$ cat config.mk
export PLATFORM = sky130hd
export DESIGN_NAME = nec_ir_frame_transmitter
export DESIGN_NICKNAME = d
export VERILOG_FILES = /design/src/design/nec_tx_pkg.sv /design/src/design/nec_tx_core.sv /design/src/design/nec_ir_frame_transmitter.sv
export SDC_FILE = /design/constraint.sdc
export NUM_CORES = 1
export LEC_CHECK = 0
export BUFFER_PORTS_ARGS = -buffer_cell sky130_fd_sc_hd__buf_4
export CAP_MARGIN = 10
export CELL_PAD_IN_SITES_DETAIL_PLACEMENT = 0
export CELL_PAD_IN_SITES_GLOBAL_PLACEMENT = 2
export CORE_UTILIZATION = 27
export DETAILED_ROUTE_END_ITERATION = 12
export PLACE_DENSITY_LB_ADDON = 0.1
export SYNTH_ARGS = -nofsm -noshare
export SYNTH_HDL_FRONTEND = slang
export SYNTH_SLANG_ARGS = --single-unit
$ cat constraint.sdc
create_clock -name clk_i -period 5.95 [get_ports clk_i]
set_input_delay 0.595 -clock clk_i [delete_from_list [all_inputs] [get_ports clk_i]]
set_output_delay 0.595 -clock clk_i [all_outputs]
set_load 0.05 [all_outputs]
$ cat src/design/nec_tx_pkg.sv
`default_nettype none

package nec_tx_pkg;

  localparam int unsigned TICK_COUNT_WIDTH = 16;
  localparam int unsigned CMP_WIDTH = (TICK_COUNT_WIDTH > 16) ? TICK_COUNT_WIDTH : 16;
  localparam int unsigned CFG_IDX_WIDTH = 3;
  localparam int unsigned CFG_DATA_WIDTH = 16;

  typedef logic [TICK_COUNT_WIDTH-1:0] tick_cnt_t;
  typedef logic [CMP_WIDTH-1:0] cmp_t;

  typedef enum logic [2:0] {
    PH_IDLE   = 3'd0,
    PH_LEADER = 3'd1,
    PH_ADDR   = 3'd2,
    PH_NADDR  = 3'd3,
    PH_DATA   = 3'd4,
    PH_NDATA  = 3'd5
  } phase_e;

  typedef enum logic [CFG_IDX_WIDTH-1:0] {
    CFG_ADDRESS     = 3'd0,
    CFG_SECOND_ADDR = 3'd1,
    CFG_LEADER_MARK = 3'd2,
    CFG_LEADER_TOT  = 3'd3,
    CFG_BIT_MARK    = 3'd4,
    CFG_ZERO_TOT    = 3'd5,
    CFG_ONE_TOT     = 3'd6
  } cfg_idx_e;

  localparam logic [7:0] ADDRESS_RESET = 8'h5a;
  localparam logic [7:0] SECOND_ADDR_RESET = 8'ha5;
  localparam logic [15:0] LEADER_MARK_RESET = 16'd900;
  localparam logic [15:0] LEADER_TOT_RESET = 16'd1350;
  localparam logic [15:0] BIT_MARK_RESET = 16'd56;
  localparam logic [15:0] ZERO_TOT_RESET = 16'd112;
  localparam logic [15:0] ONE_TOT_RESET = 16'd225;

  typedef struct packed {
    logic carrier_on;
    logic busy_res;
  } result_t;

endpackage

`default_nettype wire

$ cat src/design/nec_tx_core.sv
`default_nettype none

module nec_tx_core (
  input  logic                                    clk_i,
  input  logic                                    rst_ni,
  input  logic                                    cfg_we_i,
  input  logic [nec_tx_pkg::CFG_IDX_WIDTH-1:0]    cfg_idx_i,
  input  logic [nec_tx_pkg::CFG_DATA_WIDTH-1:0]   cfg_wdata_i,
  input  logic                                    step_i,
  input  logic                                    operation_i,
  input  logic [7:0]                              payload_i,
  output nec_tx_pkg::result_t                     result_o
);
  import nec_tx_pkg::*;

  logic [7:0]  address_q;
  logic [7:0]  second_addr_q;
  logic [15:0] leader_mark_q;
  logic [15:0] leader_tot_q;
  logic [15:0] bit_mark_q;
  logic [15:0] zero_tot_q;
  logic [15:0] one_tot_q;

  phase_e     phase_q, phase_d;
  logic [3:0] bit_idx_q, bit_idx_d;
  tick_cnt_t  cnt_q, cnt_d;
  logic [7:0] held_q, held_d;
  logic       carrier_q, carrier_d;
  logic       sending_q, sending_d;

  tick_cnt_t  cnt_inc;
  cmp_t       cnt_ext;
  logic [7:0] cur_byte;
  logic       cur_bit;
  logic [15:0] bit_total;

  always_ff @(posedge clk_i or negedge rst_ni) begin
    if (!rst_ni) begin
      address_q     <= ADDRESS_RESET;
      second_addr_q <= SECOND_ADDR_RESET;
      leader_mark_q <= LEADER_MARK_RESET;
      leader_tot_q  <= LEADER_TOT_RESET;
      bit_mark_q    <= BIT_MARK_RESET;
      zero_tot_q    <= ZERO_TOT_RESET;
      one_tot_q     <= ONE_TOT_RESET;
    end else if (cfg_we_i) begin
      unique case (cfg_idx_i)
        CFG_ADDRESS:     address_q     <= cfg_wdata_i[7:0];
        CFG_SECOND_ADDR: second_addr_q <= cfg_wdata_i[7:0];
        CFG_LEADER_MARK: leader_mark_q <= cfg_wdata_i;
        CFG_LEADER_TOT:  leader_tot_q  <= cfg_wdata_i;
        CFG_BIT_MARK:    bit_mark_q    <= cfg_wdata_i;
        CFG_ZERO_TOT:    zero_tot_q    <= cfg_wdata_i;
        CFG_ONE_TOT:     one_tot_q     <= cfg_wdata_i;
        default: ;
      endcase
    end
  end

  assign cnt_inc = (cnt_q != '1) ? cnt_q + 1'b1 : cnt_q;
  assign cnt_ext = CMP_WIDTH'(cnt_inc);

  always_comb begin
    unique case (phase_q)
      PH_ADDR:  cur_byte = address_q;
      PH_NADDR: cur_byte = second_addr_q;
      PH_DATA:  cur_byte = held_q;
      default:  cur_byte = ~held_q;
    endcase
  end

  assign cur_bit   = cur_byte[bit_idx_q[2:0]];
  assign bit_total = cur_bit ? one_tot_q : zero_tot_q;

  always_comb begin
    phase_d   = phase_q;
    bit_idx_d = bit_idx_q;
    cnt_d     = cnt_q;
    held_d    = held_q;
    carrier_d = carrier_q;
    sending_d = sending_q;
    if (step_i) begin
      if (operation_i) begin
        held_d    = payload_i;
        phase_d   = PH_LEADER;
        cnt_d     = '0;
        bit_idx_d = '0;
        sending_d = 1'b1;
      end else begin
        unique case (phase_q)
          PH_LEADER: begin
            cnt_d     = cnt_inc;
            sending_d = 1'b1;
            if (cnt_ext < CMP_WIDTH'(leader_mark_q)) begin
              carrier_d = 1'b1;
            end else if (cnt_ext < CMP_WIDTH'(leader_tot_q)) begin
              carrier_d = 1'b0;
            end else begin
              phase_d   = PH_ADDR;
              cnt_d     = '0;
              bit_idx_d = '0;
            end
          end
          PH_ADDR, PH_NADDR, PH_DATA, PH_NDATA: begin
            cnt_d = cnt_inc;
            if (bit_idx_q[3]) begin
              cnt_d     = '0;
              bit_idx_d = '0;
              unique case (phase_q)
                PH_ADDR:  phase_d = PH_NADDR;
                PH_NADDR: phase_d = PH_DATA;
                PH_DATA:  phase_d = PH_NDATA;
                default: begin
                  phase_d   = PH_IDLE;
                  sending_d = 1'b0;
                end
              endcase
            end else if (cnt_ext <= CMP_WIDTH'(bit_mark_q)) begin
              carrier_d = 1'b1;
            end else if (cnt_ext <= CMP_WIDTH'(bit_total)) begin
              carrier_d = 1'b0;
            end else begin
              bit_idx_d = bit_idx_q + 4'd1;
              cnt_d     = '0;
            end
          end
          default: ;
        endcase
      end
    end
  end

  always_ff @(posedge clk_i or negedge rst_ni) begin
    if (!rst_ni) begin
      phase_q   <= PH_IDLE;
      bit_idx_q <= '0;
      cnt_q     <= '0;
      held_q    <= '0;
      carrier_q <= 1'b0;
      sending_q <= 1'b0;
    end else begin
      phase_q   <= phase_d;
      bit_idx_q <= bit_idx_d;
      cnt_q     <= cnt_d;
      held_q    <= held_d;
      carrier_q <= carrier_d;
      sending_q <= sending_d;
    end
  end

  assign result_o.carrier_on = carrier_d;
  assign result_o.busy_res   = sending_d;

endmodule

`default_nettype wire

$ cat src/design/nec_ir_frame_transmitter.sv
// NEC-style IR frame transmitter, stepped by tick items.
// The input channel (in_valid_i / in_ready_o) carries one item per transfer:
// operation_i low is one timer tick, high starts a frame with payload_i as
// the data byte. Every input transfer yields exactly one result transfer on
// the output channel (out_valid_o / out_ready_i) giving the carrier level
// and the busy flag after that item.
// The result is registered at the edge that accepts the item. Throughput
// is one item per cycle while in_ready_o is high, set by the state update
// of the frame sequencer.
// A two-entry output buffer (result register plus skid register) lets an
// item be accepted while an earlier result still waits; in_ready_o drops
// only when both entries are full, and rises again once the receiver takes
// a result.
// Configuration writes (cfg_we_i, cfg_idx_i, cfg_wdata_i) take effect at the
// next edge; the user must make them while the block is idle (not enforced).
// Reset clears the sequencer to idle with the carrier off, restores the
// register defaults and empties the output buffer.
`default_nettype none

module nec_ir_frame_transmitter (
  input  logic                                  clk_i,
  input  logic                                  rst_ni,
  input  logic                                  cfg_we_i,
  input  logic [nec_tx_pkg::CFG_IDX_WIDTH-1:0]  cfg_idx_i,
  input  logic [nec_tx_pkg::CFG_DATA_WIDTH-1:0] cfg_wdata_i,
  input  logic                                  in_valid_i,
  output logic                                  in_ready_o,
  input  logic                                  operation_i,
  input  logic [7:0]                            payload_i,
  output logic                                  out_valid_o,
  input  logic                                  out_ready_i,
  output logic                                  carrier_on_o,
  output logic                                  busy_res_o
);
  import nec_tx_pkg::*;

  logic    accept;
  logic    take;
  result_t new_res;
  result_t out_q, out_d;
  result_t skid_q, skid_d;
  logic    out_valid_q, out_valid_d;
  logic    skid_valid_q, skid_valid_d;

  assign in_ready_o = !skid_valid_q;
  assign accept     = in_valid_i && in_ready_o;
  assign take       = out_valid_q && out_ready_i;

  nec_tx_core u_core (
    .clk_i       (clk_i),
    .rst_ni      (rst_ni),
    .cfg_we_i    (cfg_we_i),
    .cfg_idx_i   (cfg_idx_i),
    .cfg_wdata_i (cfg_wdata_i),
    .step_i      (accept),
    .operation_i (operation_i),
    .payload_i   (payload_i),
    .result_o    (new_res)
  );

  always_comb begin
    out_d        = out_q;
    skid_d       = skid_q;
    out_valid_d  = out_valid_q;
    skid_valid_d = skid_valid_q;
    if (skid_valid_q) begin
      if (take) begin
        out_d        = skid_q;
        skid_valid_d = 1'b0;
      end
    end else if (accept) begin
      if (!out_valid_q || take) begin
        out_d       = new_res;
        out_valid_d = 1'b1;
      end else begin
        skid_d       = new_res;
        skid_valid_d = 1'b1;
      end
    end else if (take) begin
      out_valid_d = 1'b0;
    end
  end

  always_ff @(posedge clk_i or negedge rst_ni) begin
    if (!rst_ni) begin
      out_valid_q  <= 1'b0;
      skid_valid_q <= 1'b0;
    end else begin
      out_valid_q  <= out_valid_d;
      skid_valid_q <= skid_valid_d;
    end
  end

  always_ff @(posedge clk_i) begin
    out_q  <= out_d;
    skid_q <= skid_d;
  end

  assign out_valid_o  = out_valid_q;
  assign carrier_on_o = out_q.carrier_on;
  assign busy_res_o   = out_q.busy_res;

endmodule

`default_nettype wire
==> results_dict.tcl, run 1 <==
set metrics [dict create \
    relSlewSlack_pct 19.3 \
    irDropWorstVdd_mv 0.143 \
    cts_hold_buf 0 \
    cts_max_level 4 \
    place_congestion 0.796 \
    setup_viol 0 \
    outcome "complete, no violations" \
    cp-start-kind "register" \
    syn-num-nets 871 \
    die_y_um 174 \
    vias 5950 \
    finalNetCount 903 \
    fin_setup_tns_ns 0 \
    antenna_found_initial 0 \
    num_rows 62 \
    die_w_um 174 \
    drt_wl_total_mm 23.3 \
    timing.hold.ws_ns 0.209 \
    grt_use_total_pct 16.3 \
    cts_root_buf "clkbuf_16" \
    grt_start_max_net_pins 85 \
    groute.layer.met2.usage_pct 25.1 \
    place_hpwl_mm 17.2 \
    powerDensity_mw_per_mm2 420 \
    cts.repair.resized 0 \
    io_buffer_count 36 \
    numCtsBuffers 17 \
    layout.cells.non_filler 1203 \
    via_per_inst 4.95 \
    cp_common_cell "ha_1" \
    rsz0062_at_grt "false" \
    seqPwrFrac_pct 35.6 \
    drtIter0Drc 291 \
    holdCritPathClass "in2async" \
    dp_slack_ns 0.209 \
    multi_input_area_sq_mm 0.00417 \
    grt_use_met1_pct 23.9 \
    period_minus_slack_ns 5.53 \
    max_stage_delay_ns 0.55 \
    clock_sinks 135 \
    reg2reg_to "u_core.bit_idx_q[0]" \
    utilization_pct 31.9 \
    critPathMaxFanout 11 \
    r2r_slack_ns 0.42 \
    grt_use_met3_pct 2.46 \
    cp-end-kind "register" \
    syn_area_sq_mm 0.00794 \
    ant_nets 0 \
    drc 0 \
    areaGrowthSynthToFinish_pct 16.0 \
    seq_area_sq_mm 0.00343 \
    internal_power_mw 2.36 \
    grt_pass1_wl_mm 37.2 \
    worst_pin_slew_ns 1.20 \
    first_pass_iters 4 \
    required_ns 6.25 \
    fmax_mhz 181 \
    p_clk_share_pct 26.9 \
    synth_top_cell_by_area "dfrtp_1" \
    p_leak_nw 4.05 \
    yosysTopAreaCellShare_pct 32.8 \
    overflow 0 \
    post_cts_buffers 0 \
    crit_type "reg2reg" \
    synth-edff-count 4 \
    skew_ns 0.0133 \
    ff2ff_path_depth 14 \
    die-area_sq_mm 0.0301 \
    grt_pass1_vias 6222 \
    core_region_area_sq_mm 0.0289 \
    ios 37 \
    syn_area_per_cell_sq_um 10.3 \
    drive_above_1_share_pct 24.8 \
    combPwrFrac_pct 37.4 \
    cts_buffer_depth 2 \
    fillers 3031 \
    max-cap-violations 0 \
    synth_ff_type "dfrtp_1" \
    hold_viol 0 \
    reg2reg_from "u_core.cnt_q[0]" \
    synth-seq-cells 135 \
    synth.yosys.seq_area_share_pct 43.2 \
    sw_frac_of_total_pct 38.9 \
    slew_viol_final 0 \
    synth_cells 774 \
    p_switching_mw 1.50 \
    placed_cells 1171 \
    cts_tree "yes" \
    synthTopCellsByArea "dfrtp_1, mux2_2, ha_1" \
    path_clk_slew_ns 0.06 \
    clock_latency_ns 0.42 \
    cp_slowest_cell "or3_1" \
    setup_slack_ns 0.419 \
    start_util_pct 27.5 \
    cp.arrival_ns 5.83 \
    post_drt_wl_per_cell_um 19.4 \
    yosys_warnings 0 \
    n_antenna_cell 0 \
    ys_types 68 \
    post-route-period-util_pct 93.0 \
    cp_cell_sequence "ha_1 -> and3_1 -> and4bb_1 -> or3_1 -> or3_4 -> xnor2_1 -> ha_1 -> and4_1 -> a221oi_1 -> o221ai_2 -> a21boi_2 -> buf_4 -> nor4_1 -> mux2_2" \
    synthArstFlopShare_pct 97.0 \
    busiest_layer "met2" \
]
[through the flow]
step                      instance area, sq um  power [mW]
final                                     9210        3.87
after global routing                      9210        4.18
after CTS                                 9210        3.92
after detailed placement                  8640        2.85
after global placement                    8640        2.82
after floorplan                           7940        2.38
[placed cells by master, fill, tap and decap left out, types with 6 or more instances in the layout]
cell type / Yosys / final
dfrtp_1: 104 / 104
nand2_1: 85 / 85
mux2_2: 78 / 78
ha_1: 64 / 64
o21ai_0: 60 / 60
inv_1: 55 / 55
buf_4: 2 / 46
a21oi_1: 36 / 35
dfstp_2: 27 / 27
nor2_1: 23 / 23
mux2i_1: 18 / 18
clkbuf_16: 0 / 17
o211ai_1: 16 / 16
nand3_1: 15 / 15
a211oi_1: 11 / 11
a22o_1: 10 / 10
nor2b_1: 9 / 9
and3_1: 8 / 8
or3_1: 8 / 8
nand4_1: 7 / 7
o31ai_1: 7 / 7
a221oi_1: 7 / 7
nand3b_1: 6 / 6
nor3_1: 8 / 6
inv_6: 0 / 6
[power by group through the flow]
stage          registers, mW  logic [mW]  clock network (mW)
6_report                1.38        1.45                1.04
3_3_place_gp            1.39        1.43                   0
5_1_grt                 1.41        1.65                1.12
4_1_cts                 1.38        1.46                1.08
2_1_floorplan           1.32        1.06                   0
3_5_place_dp            1.39        1.45                   0
[worst max-delay path: cells and delay by family, from the launching register on]
kind                       cells  cell delay [ns]
and+or+nand+nor                6             1.88
AOI/OAI and AO/OA              3             1.27
DFF                            1             0.51
muxes                          1             0.31
adders and majority gates      2             0.67
buffers and inverters          1             0.25
xor gates and xnor gates       1             0.51
[cells in the mapped netlist (all sizes together) (6+ instances only)]
| cell type | instances |
|---|---|
| dfrtp | 104 |
| nand2 | 85 |
| mux2 | 78 |
| ha | 64 |
| o21ai | 61 |
| inv | 55 |
| a21oi | 36 |
| dfstp | 27 |
| nor2 | 24 |
| clkbuf | 20 |
| mux2i | 18 |
| o211ai | 17 |
| nand3 | 15 |
| buf | 14 |
| a211oi | 11 |
| a22o | 10 |
| nor2b | 9 |
| or3 | 9 |
| and3 | 8 |
| nand4 | 8 |
| nor3 | 8 |
| a221oi | 7 |
| o31ai | 7 |
| nand3b | 6 |
[flip-flops by register name (all words and copies together), names as in the netlist]
register              cells
u_core.bit_mark_q        16
u_core.cnt_q             16
u_core.leader_mark_q     16
u_core.leader_tot_q      16
u_core.one_tot_q         16
u_core.zero_tot_q        16
u_core.address_q          8
u_core.held_q             8
u_core.second_addr_q      8
u_core.bit_idx_q          4
u_core.phase_q            3
skid_q                    2
busy_res_o                1
carrier_on_o              1
out_valid_o               1
skid_valid_q              1
u_core.carrier_q          1
u_core.sending_q          1
[final cells by class]
cell class | count | share of cell area (%)
multi-input cells | 550 | 45.3
flip-flops and latches | 135 | 37.3
well taps | 384 | 5.22
clock buffers | 18 | 4.66
repair buffers | 47 | 3.87
inverters | 55 | 2.24
clock inverters | 14 | 1.48
[worst max path at each step]
stage                          startpoint  depth (start not counted)             endpoint
after CTS                 u_core.cnt_q[0]                         15      u_core.cnt_q[4]
final                     u_core.cnt_q[0]                         14  u_core.bit_idx_q[0]
after floorplan           u_core.cnt_q[1]                         16  u_core.bit_idx_q[0]
after global placement    u_core.cnt_q[0]                         15  u_core.bit_idx_q[0]
after detailed placement  u_core.cnt_q[0]                         15      u_core.cnt_q[4]
after global routing      u_core.cnt_q[0]                         15      u_core.cnt_q[4]
[kinds of logic after synthesis]
kind of cell | count (synthesis) | synth area share, %
buffers and inverters | 89 | 4.60
AND/OR/NAND/NOR | 197 | 12.6
flip-flops | 135 | 43.2
XOR/XNOR | 9 | 0.993
adder cells (fa/ha/maj) | 64 | 10.1
multiplexers | 96 | 13.3
AO/OA/AOI/OAI | 184 | 15.2
[per-layer routing]
layer,up-vias,share of wire [%]
li1,2885,-
met1,2984,52
met5,-,0
met3,12,2.5
met4,0,0.69
met2,69,45
(Power assumes the default switching activity.)
==> run 2: changes to the inputs <==
--- a/config.mk
+++ b/config.mk
@@ -11,6 +11,7 @@
 export CELL_PAD_IN_SITES_GLOBAL_PLACEMENT = 2
 export CORE_UTILIZATION = 27
 export DETAILED_ROUTE_END_ITERATION = 12
+export GPL_TIMING_DRIVEN = 0
 export PLACE_DENSITY_LB_ADDON = 0.1
 export SYNTH_ARGS = -nofsm -noshare
 export SYNTH_HDL_FRONTEND = slang
==> constraint.sdc (replaced) <==
create_clock -name clk_i -period 6.6 [get_ports clk_i]
set_input_delay 0.66 -clock clk_i [delete_from_list [all_inputs] [get_ports clk_i]]
set_output_delay 0.66 -clock clk_i [all_outputs]
set_load 0.05 [all_outputs]
==> run 2 against run 1 <==
Effect of this change:
- global-route usage shrank 0.25 points
- worst hold slack lost 0.068 ns
- first-iteration DRC count grew 16%
- register-to-register slack gained 0.56 ns
- maximum frequency shrank 1.6%
- largest power group unchanged
==> results_dict.tcl, run 2 (synthesized netlist as in run 1, its figures left out) <==
set metrics [dict create \
    clock_latency_ns 0.43 \
    via_per_inst 4.96 \
    n_antenna_cell 0 \
    place_congestion 0.772 \
    final_cell_mix "dfrtp_1, nand2_1, mux2_2" \
    cp-end-kind "register" \
    ios 37 \
    grt_pass1_wl_mm 36.6 \
    post_cts_buffers 0 \
    relSlewSlack_pct 17.8 \
    drc 0 \
    overflow 0 \
    cts_root_buf "clkbuf_16" \
    cp-start-kind "register" \
    fin_setup_tns_ns 0 \
    vias 6075 \
    hold_viol 0 \
    drt-met1-wl_mm 11.9 \
    clock_sinks 135 \
    outcome "complete, no violations" \
    skew_ns 0.0134 \
    p_leak_nw 4.08 \
    cp_slowest_cell "a31oi_2" \
    die-area_sq_mm 0.0301 \
    dr.max_layer_used "met4" \
    core_region_area_sq_mm 0.0289 \
    crit_type "reg2reg" \
    cts_tree "yes" \
    reg2reg_from "u_core.cnt_q[1]" \
    irDropWorstVdd_mv 0.160 \
    cts_hold_buf 0 \
    die_y_um 174 \
    post_drt_wl_per_cell_um 19.0 \
    period_minus_slack_ns 5.62 \
    drtIter0Drc 338 \
    setup_viol 0 \
    required_ns 6.94 \
    fmax_mhz 178 \
    drt_wl_total_mm 23.2 \
    cts_max_level 4 \
    critPathMaxFanout 10 \
    areaGrowthSynthToFinish_pct 17.0 \
    slew_viol_final 0 \
    powerDensity_mw_per_mm2 378 \
    numCtsBuffers 17 \
    max-cap-violations 0 \
    holdCritPathClass "in2async" \
    dr_wl_met2_mm 10.5 \
    start_util_pct 27.5 \
    io_buffer_count 33 \
    post-route-period-util_pct 85.1 \
    die_w_um 174 \
    grt_start_max_net_pins 97 \
    ant_nets 0 \
    finalNetCount 925 \
    grt_pass1_vias 6219 \
    drive_above_1_share_pct 23.5 \
    wl_met3_um 603 \
    cp_cell_sequence "ha_1 -> and3_1 -> and4bb_1 -> or3_1 -> clkbuf_1 -> or3_4 -> xnor2_1 -> ha_1 -> and4_1 -> and3_1 -> a221oi_1 -> nand3_1 -> a31oi_2 -> o21ai_0 -> o211ai_1" \
    cts.repair.resized 0 \
    num_rows 62 \
    path_clk_slew_ns 0.07 \
    first_pass_iters 5 \
    grt_use_total_pct 16.1 \
    layout_commonest_cell "dfrtp_1" \
    rsz0062_at_grt "false" \
    antenna_found_initial 0 \
    utilization_pct 32.2 \
    startpoint "u_core.cnt_q[1]" \
    max_stage_delay_ns 0.66 \
    place_hpwl_mm 17.4 \
    worst_pin_slew_ns 1.22 \
    cts_buffer_depth 2 \
    cp.arrival_ns 5.96 \
]
run 2: final timing paths:
| kind | end | cells past startpoint | slack (ns) |
|---|---|---|---|
| max in group asynchronous | u_core.leader_tot_q[2] | 2 | 5.59 |
| max | u_core.cnt_q[12] | 15 | 0.98 |
| min in group clk_i | skid_valid_q | 2 | 0.41 |
| min reg2reg | u_core.zero_tot_q[0] | 1 | 0.50 |
| max reg2reg | u_core.cnt_q[12] | 15 | 0.98 |
| min | u_core.cnt_q[11] | 1 | 0.14 |
run 2: cell type report:
type | count | area [sq um]
repair buffers | 35 | 287
flip-flops and latches | 135 | 3430
clock buffers | 19 | 443
well taps | 384 | 480
multi-input cells | 550 | 4150
plain buffers | 34 | 159
fillers | 2994 | 19600
inverters | 55 | 206
clock inverters | 13 | 135
run 2: per-layer routing:
| metal | vias to the layer above | track usage, % |
|---|---|---|
| li1 | 2934 | - |
| met1 | 3032 | 23.2 |
| met2 | 96 | 24.5 |
| met3 | 13 | 3.05 |
| met4 | 0 | 4.20 |
| met5 | - | 0 |
run 2: metrics by stage:
| step | power, mW | area (sq um) | setup WS [ns] | hold WS (ns) | cells |
|---|---|---|---|---|---|
| 6_report | 3.51 | 9290 | 0.980 | 0.141 | 1225 |
| 5_1_grt | 3.79 | 9290 | 0.601 | 0.155 | 1225 |
| 4_1_cts | 3.57 | 9290 | 0.888 | 0.146 | 1225 |
| 3_5_place_dp | 2.59 | 8710 | 0.906 | 0.491 | 1193 |
| 3_3_place_gp | 2.56 | 8670 | 0.862 | 0.485 | 1191 |
| 2_1_floorplan | 2.15 | 7940 | 2.47 | 0.364 | 774 |
run 2: critical path: cells and delay by family, from the launching register on:
family                   cells  cell delay (ns)
adder cells (fa/ha/maj)      2             0.61
flip-flops                   1             0.43
XOR/XNOR                     1             0.56
AO/OA/AOI/OAI                4             1.79
AND/OR/NAND/NOR              7             1.96
buffers and inverters        1             0.17
run 2: where the power goes:
group	internal [mW]	switching [mW]
clock network	0.541	0.410
registers	1.06	0.142
logic	0.564	0.799
total	2.16	1.35
==> run 3: changes to the inputs <==
--- a/config.mk
+++ b/config.mk
@@ -11,7 +11,7 @@
 export CELL_PAD_IN_SITES_GLOBAL_PLACEMENT = 2
 export CORE_UTILIZATION = 27
 export DETAILED_ROUTE_END_ITERATION = 12
-export GPL_TIMING_DRIVEN = 0
+export GPL_TIMING_DRIVEN = 1
 export PLACE_DENSITY_LB_ADDON = 0.1
 export SYNTH_ARGS = -nofsm -noshare
 export SYNTH_HDL_FRONTEND = slang
==> run 3 against run 2 <==
Effect of this change:
- power up 1.9%
- critical path type unchanged
- maximum frequency decreased by 3.2%
- critical endpoint is now u_core.cnt_q[4]
- via count down 2.9%
- utilization about the same
- cell area fell by 0.13%
- final cell count fell by 1.6%
- sequential cell count unchanged
- highest routed layer unchanged
- largest power group unchanged
- sequential share of layout area about the same
- critical path depth down 2
==> results_dict.tcl, run 3 (synthesized netlist as in run 1, its figures left out) <==
set metrics [dict create \
    first_pass_iters 5 \
    sw_frac_of_total_pct 37.2 \
    dp_slack_ns 0.832 \
    required_ns 6.93 \
    post_drt_wl_per_cell_um 19.2 \
    grt_pass1_wl_mm 36.8 \
    fin_setup_tns_ns 0 \
    irDropWorstVdd_mv 0.176 \
    final_cell_mix "dfrtp_1, nand2_1, mux2_2" \
    vias 5899 \
    drive_above_1_share_pct 24.6 \
    drc 0 \
    period_minus_slack_ns 5.81 \
    skew_ns 0.0135 \
    numCtsBuffers 17 \
    areaGrowthSynthToFinish_pct 16.8 \
    die_y_um 174 \
    cts.repair.resized 0 \
    via_per_inst 4.90 \
    cp.arrival_ns 6.13 \
    cts_buffer_depth 2 \
    post_cts_buffers 0 \
    die-area_sq_mm 0.0301 \
    cts_hold_buf 0 \
    drtIter0Drc 358 \
    cp-start-kind "register" \
    grt_use_met1_pct 23.7 \
    core_region_area_sq_mm 0.0289 \
    combPwrFrac_pct 36.1 \
    fmax_mhz 172 \
    n_antenna_cell 0 \
    placed_cells 1173 \
    path_clk_slew_ns 0.07 \
    antenna_found_initial 0 \
    cp-end-kind "register" \
    overflow 0 \
    grt_pass1_vias 5961 \
    critPathMaxFanout 16 \
    io_buffer_count 36 \
    seqPwrFrac_pct 34.6 \
    rsz0062_at_grt "false" \
    cts_root_buf "clkbuf_16" \
    grt_start_max_net_pins 73 \
    p_clk_share_pct 29.3 \
    clock_sinks 135 \
    place_hpwl_mm 17.0 \
    relSlewSlack_pct 28.0 \
    slew_viol_final 0 \
    cts_max_level 4 \
    groute.layer.met2.usage_pct 24.5 \
    layout.cells.non_filler 1205 \
    grt_use_total_pct 16.1 \
    post-route-period-util_pct 88.0 \
    num_rows 62 \
    ios 37 \
    drt_wl_total_mm 23.2 \
    powerDensity_mw_per_mm2 386 \
    place_congestion 0.746 \
    clock_latency_ns 0.42 \
    layout_commonest_cell "dfrtp_1" \
    holdCritPathClass "in2async" \
    internal_power_mw 2.25 \
    ant_nets 0 \
    start_util_pct 27.5 \
    outcome "complete, no violations" \
    p_leak_nw 4.09 \
    worst_pin_slew_ns 1.07 \
    hold_viol 0 \
    cts_tree "yes" \
    die_w_um 174 \
    grt_use_met3_pct 2.76 \
    setup_viol 0 \
    crit_type "reg2reg" \
    p_switching_mw 1.33 \
    max-cap-violations 0 \
    finalNetCount 905 \
    setup_slack_ns 0.795 \
    busiest_layer "met2" \
]
run 3: cell count changes in the layout (fill, tap and decap cells not counted), sizes merged:
cell / previous run / this run
inv: 62 / 59
clkbuf: 39 / 19
bufinv: 1 / 4
run 3: worst paths after layout:
path,end,depth (start not counted),slack [ns],from
worst min-delay path,u_core.cnt_q[15],1,0.25,rst_ni
worst min register to register,u_core.zero_tot_q[0],1,0.50,u_core.zero_tot_q[0]
worst max register to register,u_core.cnt_q[4],13,0.79,u_core.cnt_q[0]
max in group asynchronous,u_core.leader_mark_q[6],2,5.03,rst_ni
min in group clk_i,skid_valid_q,2,0.42,out_ready_i
worst max-delay path,u_core.cnt_q[4],13,0.79,u_core.cnt_q[0]
run 3: final cells by class:
class,instances,area [sq um]
clock buffer,19,443
clock inverter,13,191
fill,3025,19600
inverter,55,206
multi-input combinational,550,4150
sequential,135,3430
tap,384,480
timing repair buffer,49,372
run 3: worst max-delay path, stage by stage (launching register included):
cell	delay, ns
dfrtp_1	0.52
ha_1	0.31
and3_1	0.18
and4bb_1	0.38
or3_1	0.54
or3_4	0.42
xnor2_1	0.60
ha_1	0.38
and4_1	0.27
a221oi_1	0.50
o221ai_2	0.29
a21boi_2	0.71
o21ai_0	0.37
o221ai_1	0.25
run 3: stage by stage:
step	utilization, %	hold slack [ns]	instance area [sq um]	total power, mW
floorplan	-	0.364	7940	2.15
global placement	30.0	0.483	8640	2.54
detailed placement	30.0	0.487	8640	2.55
CTS	32.2	0.301	9280	3.64
global route	32.2	0.317	9280	3.86
finish	32.2	0.253	9280	3.58
run 3: routing by layer:
metal  routed length, um  share of wire [%]
met3                 635                2.7
met2               10300                 45
met4                 209               0.90
met1               12000                 52
met5                   0                  0
run 3: power groups by stage:
| stage | Combinational (mW) | Sequential, mW | Clock (mW) |
|---|---|---|---|
| finish | 1.29 | 1.24 | 1.05 |
| global route | 1.47 | 1.27 | 1.11 |
| CTS | 1.31 | 1.24 | 1.08 |
| detailed placement | 1.30 | 1.25 | 0 |
| global placement | 1.28 | 1.26 | 0 |
| floorplan | 0.959 | 1.19 | 0 |
